File: config.mk
export PLATFORM = sky130hd
export DESIGN_NAME = mlt_cell
export DESIGN_NICKNAME = d
export VERILOG_FILES = /design/src/design/mlt_pkg.sv /design/src/design/mlt_cell.sv
export SDC_FILE = /design/constraint.sdc
export NUM_CORES = 1
export LEC_CHECK = 0
export ABC_AREA = 1
export BUFFER_PORTS_ARGS = -buffer_cell sky130_fd_sc_hd__buf_2
export CAP_MARGIN = 20
export CORE_UTILIZATION = 45
export CTS_CLUSTER_SIZE = 12
export DETAILED_ROUTE_END_ITERATION = 10
export PLACE_DENSITY = 0.86
export SLEW_MARGIN = 10
export SYNTH_ARGS = -nofsm -noshare
export SYNTH_HDL_FRONTEND = slang
export SYNTH_SLANG_ARGS = --single-unit
File: constraint.sdc
create_clock -name clk -period 5.15 [get_ports clk]
set_input_delay 0.7725 -clock clk [delete_from_list [all_inputs] [get_ports clk]]
set_output_delay 0.7725 -clock clk [all_outputs]
set_load 0.02 [all_outputs]
File: src/design/mlt_pkg.sv
// shared types and constants of the mac learning table with aging
package mlt_pkg;

    localparam int ENTRIES = 64;
    localparam int IDX_W   = $clog2(ENTRIES);
    localparam int MAC_W   = 48;
    localparam int PORT_W  = 4;
    localparam int AGE_W   = 8;
    localparam int APB_AW  = 3;
    localparam int APB_DW  = 32;

    localparam logic [AGE_W-1:0] INIT_AGE_RESET = AGE_W'(30);

    // opcodes of a request transaction
    localparam logic OP_FRAME = 1'b0;
    localparam logic OP_TICK  = 1'b1;

    // result status codes
    localparam logic [1:0] ST_REFRESHED = 2'd0;
    localparam logic [1:0] ST_LEARNED   = 2'd1;
    localparam logic [1:0] ST_FULL      = 2'd2;
    localparam logic [1:0] ST_AGED      = 2'd3;

    // configuration register indexes
    localparam logic [0:0] REG_INITIAL_AGE = 1'b0;

    typedef struct packed {
        logic              opcode;
        logic [MAC_W-1:0]  source_mac;
        logic [PORT_W-1:0] port;
    } req_t;

    typedef struct packed {
        logic [1:0]        status;
        logic [MAC_W-1:0]  mac;
        logic [PORT_W-1:0] out_port;
        logic              last;
    } rsp_t;

    // one table slot as it travels round the ring
    typedef struct packed {
        logic              valid;
        logic              expired;
        logic [MAC_W-1:0]  mac;
        logic [PORT_W-1:0] port;
        logic [AGE_W-1:0]  age;
    } entry_t;

    // controls broadcast to every cell
    typedef struct packed {
        logic cmp;
        logic dec;
        logic apply;
        logic rotate;
    } cell_ctrl_t;

endpackage

File: src/design/mlt_cell.sv
// one table slot: compare, refresh, learn, age and ring shift
module mlt_cell (
    input  logic                        clk,
    input  logic                        rst_n,
    input  mlt_pkg::cell_ctrl_t         ctrl,
    input  logic                        learn_sel,
    input  mlt_pkg::entry_t             nbr,
    input  logic [mlt_pkg::MAC_W-1:0]   frame_mac,
    input  logic [mlt_pkg::PORT_W-1:0]  frame_port,
    input  logic [mlt_pkg::AGE_W-1:0]   init_age,
    output mlt_pkg::entry_t             entry,
    output logic                        hit
);
    import mlt_pkg::*;

    entry_t            entry_cur, entry_next;
    logic              valid_reg, expired_reg;
    logic [MAC_W-1:0]  mac_reg;
    logic [PORT_W-1:0] port_reg;
    logic [AGE_W-1:0]  age_reg;
    logic              hit_reg, hit_next;

    assign entry_cur = '{valid: valid_reg, expired: expired_reg, mac: mac_reg,
                         port: port_reg, age: age_reg};

    always_comb
    begin
        entry_next = entry_cur;
        hit_next   = hit_reg;
        if (ctrl.rotate)
        begin
            entry_next = nbr;
        end
        else if (ctrl.dec)
        begin
            if (entry_cur.valid)
            begin
                if (entry_cur.age <= AGE_W'(1))
                begin
                    entry_next.age     = '0;
                    entry_next.valid   = 1'b0;
                    entry_next.expired = 1'b1;
                end
                else
                begin
                    entry_next.age = entry_cur.age - AGE_W'(1);
                end
            end
        end
        else if (ctrl.cmp)
        begin
            hit_next = entry_cur.valid && (entry_cur.mac == frame_mac);
        end
        else if (ctrl.apply)
        begin
            if (hit_reg)
            begin
                entry_next.age = init_age;
            end
            else if (learn_sel)
            begin
                entry_next.valid = 1'b1;
                entry_next.mac   = frame_mac;
                entry_next.port  = frame_port;
                entry_next.age   = init_age;
            end
        end
    end

    // valid and expiry marks are control state
    always_ff @(posedge clk or negedge rst_n)
    begin
        if (!rst_n)
        begin
            valid_reg   <= 1'b0;
            expired_reg <= 1'b0;
            hit_reg     <= 1'b0;
        end
        else
        begin
            valid_reg   <= entry_next.valid;
            expired_reg <= entry_next.expired;
            hit_reg     <= hit_next;
        end
    end

    always_ff @(posedge clk)
    begin
        mac_reg  <= entry_next.mac;
        port_reg <= entry_next.port;
        age_reg  <= entry_next.age;
    end

    assign entry = entry_cur;
    assign hit   = hit_reg;

endmodule

==> summary.md, run 1 <==
| Metric | Value |
|---|---|
| Slew HR | `0.372` |
| Final setup skew | `~0.0075 ns` |
| Pwr per Cell Area | `around 300 nW/µm²` |
| CP Capture Type | `flip-flop` |
| Critical Path RT | `slightly above 5 ns` |
| Fmax | `approximately 0.42 GHz` |
| Hold Path Class | `input port to asynchronous set/reset pin` |
| Drt initial violations | `202` |
| CTS tree | `done` |
| Die X | `93.7 µm` |
| Cell family with most CP delay | `buffers and inverters` |
| Critical-path cell list | `buf_2, clkinv_1, o21ai_4, buf_4` |
| RSZ-0062 raised after global routing | `false` |
| Async SR Flop Fraction | `0.0476` |
| DP HPWL | `8020 µm` |
| Slowest CP cell | `o21ai_4` |
| Leak | `between 0.002 and 0.003 µW` |
| Postcts setup bufs | `0` |
| Final Core Density | `0.615` |
| Post-CTS resize count | `0` |
| Crit path arrival time | `2.36 ns` |
| Cell count after synthesis | `507` |
| Initial antenna violation count | `0` |
| Synth top cells by count | `nand2_1, inv_1, edfxtp_1` |
| Cell taking the most area after synthesis | `edfxtp_1` |
| IO Pins | `192` |
| Die ar. | `roughly 8800 µm²` |
| WP buf/inv | `3` |
| Port bufs | `191` |
| Fin crit share | `0.460` |
| Synth warn | `0` |
| Most common cell in the netlist | `nand2_1` |
| Final Hold Vio Count | `0` |
| Crit Path Class | `input port to flip-flop` |
| Mean Syn Cell Area | `between 7 and 8 µm²` |
| Max reg flops | `48` |
| Area added between synthesis and finish | `32.9%` |
| Diodes inserted | `0` |
| Synth Register Bits | `63` |
| Status | `finished clean` |
| Seq/Total Area, Yosys | `0.496` |
| CORE AREA | `8180 µm²` |
| Share of cells above drive strength 1 | `0.300` |
| CTS root buffer | `clkbuf_8` |
| Final ANT Viol Nets | `0` |
| Peak supply drop | `0.000146 V` |
| Worst path max stage delay | `0.52 ns` |
| Pin count of the biggest net entering global routing | `102` |
| Fill count | `approximately 720` |
| Drt pass-1 iters | `4` |
| Top-area cell type share of the netlist area | `0.476` |
| Post-synth cell types | `26` |
| GP Congestion | `0.855` |
| Slew @ Worst Pin | `0.942 ns` |
| Worst R2R Setup Slack | `2.99 ns` |
| Final setup TNS | `0 ns` |
| Post-DR vias/cell | `4.76` |
| Vias in the first global route | `3644` |
| Synth Flop Type | `edfxtp_1` |
| First-pass GRT wire length | `16100 µm` |
| H-tree depth | `3` |
| Synth Net Count | `638` |
| WL/cell | `12.9 µm` |
| Mapped Area | `3780 µm²` |
| Later-pin clock latency in the skew report | `0.33 ns` |
| CP Launch Type | `input port` |
| CTS max path bufs | `2` |
| CTS Sinks | `63` |
| Reg area | `1880 µm²` |
| Setup violators final | `0` |
| GRT Total Usage | `0.237` |
| EDFF count, synth | `60` |
| CTS buffer count | `9` |
| Number of remaining DRC errors | `0` |
| Initial Util | `0.463` |
| Synth top area cells | `edfxtp_1, nand2_1, inv_1` |
| Max Cap Viol | `0` |
| Via count | `roughly 3800` |
| Hold_buf cts | `0` |
| Chip Height | `93.7 µm` |
| Final wirelength | `10400 µm` |
| Crit Path Max Fanout | `29` |
| Standard-cell rows | `33` |
| Total congestion overflow | `0` |
| Tmin final | `between 2 and 2.5 ns` |
| Slew Viols, Final | `0` |
| Clock-pin slew on the worst setup and hold paths | `0.07 ns` |
| Area of the multi-input gates | `roughly 1500 µm²` |
| Nets | `between 800 and 900` |
placed cells by master (no fill, tap or decap):
master,synthesis,routed
ha_1,2,2
clkbuf_8,0,9
a22oi_1,5,5
xor2_1,3,3
nor3_1,1,1
clkinv_1,1,2
a31o_2,1,1
nand4_1,1,1
o22ai_1,3,3
bufinv_16,0,2
o21ai_0,48,47
nand3b_1,2,2
buf_2,2,191
nand3_1,5,5
edfxtp_1,60,60
o21a_1,1,1
nand2_1,222,222
clkinv_2,0,2
buf_4,2,2
nor2_1,38,38
clkbuf_1,9,1
nand2_2,1,1
xnor2_1,8,8
a21oi_1,3,3
dfrtp_1,3,3
inv_1,80,80
o211ai_1,4,4
o21ai_4,0,1
nor2_8,1,1
kinds of logic (layout without fill, tap and decap cells):
group                    after synthesis  after routing  synth area share
flip-flops                            63             63             0.496
buffers and inverters                 95            289            0.0989
AO/OA/AOI/OAI                         65             65            0.0946
AND/OR/NAND/NOR                      271            271             0.278
XOR/XNOR                              11             11            0.0255
adder cells (fa/ha/maj)                2              2           0.00661
stage by stage:
step           instance area, µm²  hold slack, ns  setup slack (ns)  power, µW  cells
3_3_place_gp                 4830           0.527              2.48       1020    791
2_1_floorplan                3780           0.477              1.34        883    507
5_1_grt                      5030           0.219              2.63       1540    806
6_report                     5030           0.222              2.78       1470    806
3_5_place_dp                 4830           0.549              2.45       1030    791
4_1_cts                      5030           0.216              2.79       1480    806
where the power goes:
group / internal [µW] / total (µW) / switching, µW
logic: 131 / 347 / 216
registers: 628 / 670 / 42.1
clock network: 267 / 458 / 191
per-layer routing:
metal,vias to the layer above,share of wire,track usage
li1,1961,-,-
met1,1713,0.43,0.297
met2,142,0.49,0.404
met3,24,0.057,0.0356
met4,0,0.023,0.104
met5,-,0,0
worst register-to-register path, stage by stage, from the launching register on:
cell	delay [ns]
dfrtp_1	0.42
nand3b_1	0.24
o21ai_4	0.65
buf_4	0.51
worst paths after layout:
check	from	endpoint	cells past startpoint
worst max-delay path	ctrl[0]	mac_reg[7]	4
worst min-delay path	rst_n	expired_reg	1
worst max register to register	hit	mac_reg[7]	3
worst min register to register	expired_reg	expired_reg	2
max in group asynchronous	rst_n	valid_reg	1
min in group clk	expired_reg	expired_reg	2
layout make-up:
cell class	count	area share
Tap cell	105	0.0261
Sequential cell	63	0.373
Multi-Input combinational cell	349	0.307
Timing Repair Buffer	193	0.193
Inverter	81	0.0605
Clock inverter	5	0.0147
Clock buffer	10	0.0254
Note: power is estimated with default switching activity, not from simulation.
==> run 2: changes to the inputs <==
Settings changed: ABC_AREA 1 to 0, CORE_UTILIZATION 45 to 41, PLACE_DENSITY 0.86 to 0.85.
Clock period 5.15 ns to 2.1 ns, I/O delays scaled along.
==> summary.md, run 2 <==
| Metric | Value |
|---|---|
| Status | `complete, but fails checks` |
| Failing checks | `setup timing` |
| Cell taking the most area after synthesis | `edfxtp_1` |
| Die X | `94.0 µm` |
| Initial Util | `0.422` |
| Slew HR | `0.728` |
| Drt initial violations | `123` |
| Pre-CTS WS | `0.0300 ns` |
| Placed Cells | `563` |
| Max Cap Viol | `0` |
| Commonest cells after routing, fill and taps aside | `buf_2, edfxtp_1, mux2_2` |
| Port bufs | `191` |
| Synth top area cells | `edfxtp_1, mux2_2, xnor2_1` |
| Slowest CP cell | `or4_4` |
| CTS root buffer | `clkbuf_8` |
| Fin crit share | `1.00` |
| Pin count of the biggest net entering global routing | `38` |
| CP Launch Type | `flip-flop` |
| Critical Path RT | `2.17 ns` |
| CTS tree | `done` |
| Post-DR vias/cell | `slightly above 5` |
| First-pass GRT wire length | `14200 µm` |
| Number of remaining DRC errors | `0` |
| Cell family with most CP delay | `simple AND/OR/NAND/NOR gates` |
| Share of cells above drive strength 1 | `0.561` |
| Crit Path Class | `flip-flop to flip-flop` |
| Clock-pin slew on the worst setup and hold paths | `0.07 ns` |
| Area added between synthesis and finish | `37.9%` |
| Synth warn | `0` |
| HP Start | `nbr[60]` |
| Postcts setup bufs | `0` |
| Leak | `between 0.002 and 0.0025 µW` |
| IO Pins | `between 150 and 200` |
| WHS | `0.203 ns` |
| Cell count after synthesis | `between 200 and 300` |
| Slew @ Worst Pin | `0.404 ns` |
| Synth Flop Type | `edfxtp_1` |
| Crit Path Max Fanout | `7` |
| Fmax | `approximately 0.48 GHz` |
| Initial antenna violation count | `0` |
| Post-synth cell types | `33` |
| Final WS setup | `-0.00415 ns` |
| Most used cell, CP | `or4_4` |
| CTS Sinks | `between 60 and 70` |
| Vias in the first global route | `2972` |
| Tmin final | `2.10 ns` |
| Setup violators final | `1` |
| Total congestion overflow | `0` |
| Synth Register Bits | `63` |
| Final setup TNS | `-0.00415 ns` |
| H-tree depth | `3` |
| Nets | `601` |
| Async SR Flop Fraction | `0.0476` |
| Synth Net Count | `403` |
| DP HPWL | `7390 µm` |
| Pwr per Cell Area | `approximately 700 nW/µm²` |
| Fill count | `711` |
| Worst Setup SP | `age_reg[3]` |
| Peak supply drop | `0.000349 V` |
| Diodes inserted | `0` |
| R2R cell count | `4` |
| Most common cell after layout, fill and taps aside | `buf_2` |
| Most common cell in the netlist | `edfxtp_1` |
| Mapped Area | `3470 µm²` |
| Crit path arrival time | `2.17 ns` |
| Die ar. | `8840 µm²` |
| RSZ-0062 raised after global routing | `true` |
| CP Capture Type | `flip-flop` |
| CP Depth | `4` |
| Final setup skew | `0.00669 ns` |
| CTS buffer count | `9` |
| GRT Total Usage | `0.215` |
| Synth top cells by count | `edfxtp_1, mux2_2, xnor2_1` |
| Later-pin clock latency in the skew report | `~0.33 ns` |
| Hold Path Class | `input port to flip-flop` |
| WL/cell | `16.2 µm` |
| Final wirelength | `9400 µm` |
| CTS max path bufs | `2` |
| Reg2reg start | `age_reg[3]` |
| Final Hold Vio Count | `0` |
| WP buf/inv | `0` |
| EDFF count, synth | `60` |
| Crit path capture | `age_reg[5]` |
| Reg2reg end | `age_reg[5]` |
| Post-Layout Cell Count | `579` |
| Drt pass-1 iters | `4` |
| Worst path max stage delay | `0.57 ns` |
| GP Congestion | `between 0.9 and 1` |
| Mean Syn Cell Area | `12.8 µm²` |
| Worst R2R Setup Slack | `-0.004 ns` |
| Via count | `2969` |
| Critical-path cell list | `or4_4, or4_4, a311oi_1, a21oi_1` |
| Chip Height | `94.0 µm` |
| Pwr Total | `3310 µW` |
| Top-area cell type share of the netlist area | `0.519` |
| Slew Viols, Final | `0` |
| Max reg flops | `48` |
| CORE AREA | `8220 µm²` |
| Seq/Total Area, Yosys | `0.541` |
| Final ANT Viol Nets | `0` |
| Standard-cell rows | `33` |
-- run 2: cell types whose count changed in the layout (fill, tap and decap cells not counted), sizes merged, moves of 6 or more --
cell and delta:
nor2 -34, nand4 +7, inv -68, nor2b +6, xnor2 +19, mux2 +48, xor2 +19, o21ai -36
nor4 +9, buf +7, nand2 -208
-- run 2: cell families after synthesis --
logic type / count (synthesis) / synth area share
xor+xnor: 49 / 0.124
simple gates: 52 / 0.0825
buf+inv: 26 / 0.0324
compound gates: 31 / 0.0548
fa+ha+maj: 2 / 0.00721
mux: 49 / 0.159
flops: 63 / 0.541
-- run 2: cell type report --
cell class              instances  area [µm²]  area share
inverters                      12        45.0     0.00941
flip-flops and latches         63        1880       0.392
well taps                     105         131      0.0275
repair buffers                201        1060       0.221
clock inverters                 4        47.5     0.00994
multi-input cells             183        1490       0.312
clock buffers                  11         131      0.0275
-- run 2: where the power goes --
part	total (µW)	switching [µW]	leakage (µW)	internal (µW)
combinational	736	394	0.00135	341
sequential	1570	68.6	0.000631	1500
clock	1000	466	0.0000892	539
-- run 2: worst min path at each step --
stage	end	slack, ns	depth (start not counted)
floorplan	expired_reg	0.02	0
global placement	expired_reg	0.12	1
detailed placement	valid_reg	0.11	1
CTS	expired_reg	0.19	3
global route	expired_reg	0.19	3
finish	expired_reg	0.20	3
-- run 2: per-layer routing --
metal  part of all wire  routed length [µm]  global-route usage
met3               0.10                 953              0.0825
met5                  0                   0                   0
met1               0.38                3530               0.240
met4              0.023                 212              0.0821
met2               0.50                4700               0.369
-- run 2: stage by stage --
stage	util	cell area [µm²]
after floorplan	-	3470
after global placement	0.558	4580
after detailed placement	0.558	4580
after CTS	0.581	4770
after global routing	0.582	4780
final	0.582	4780
-- run 2: tightest hold or removal path: stages --
cell	delay (ns)
buf_2	0.08
nand2_1	0.03
o21ai_0	0.06
-- run 2: timing repair --
| item | 4_1_cts | 5_1_grt |
|---|---|---|
| gates resized for setup | 0 | 2 |
| endpoints found under the setup margin | 0 | 3 |
| endpoints found under the hold margin | 3 | 0 |
| hold buffers | 1 | 0 |
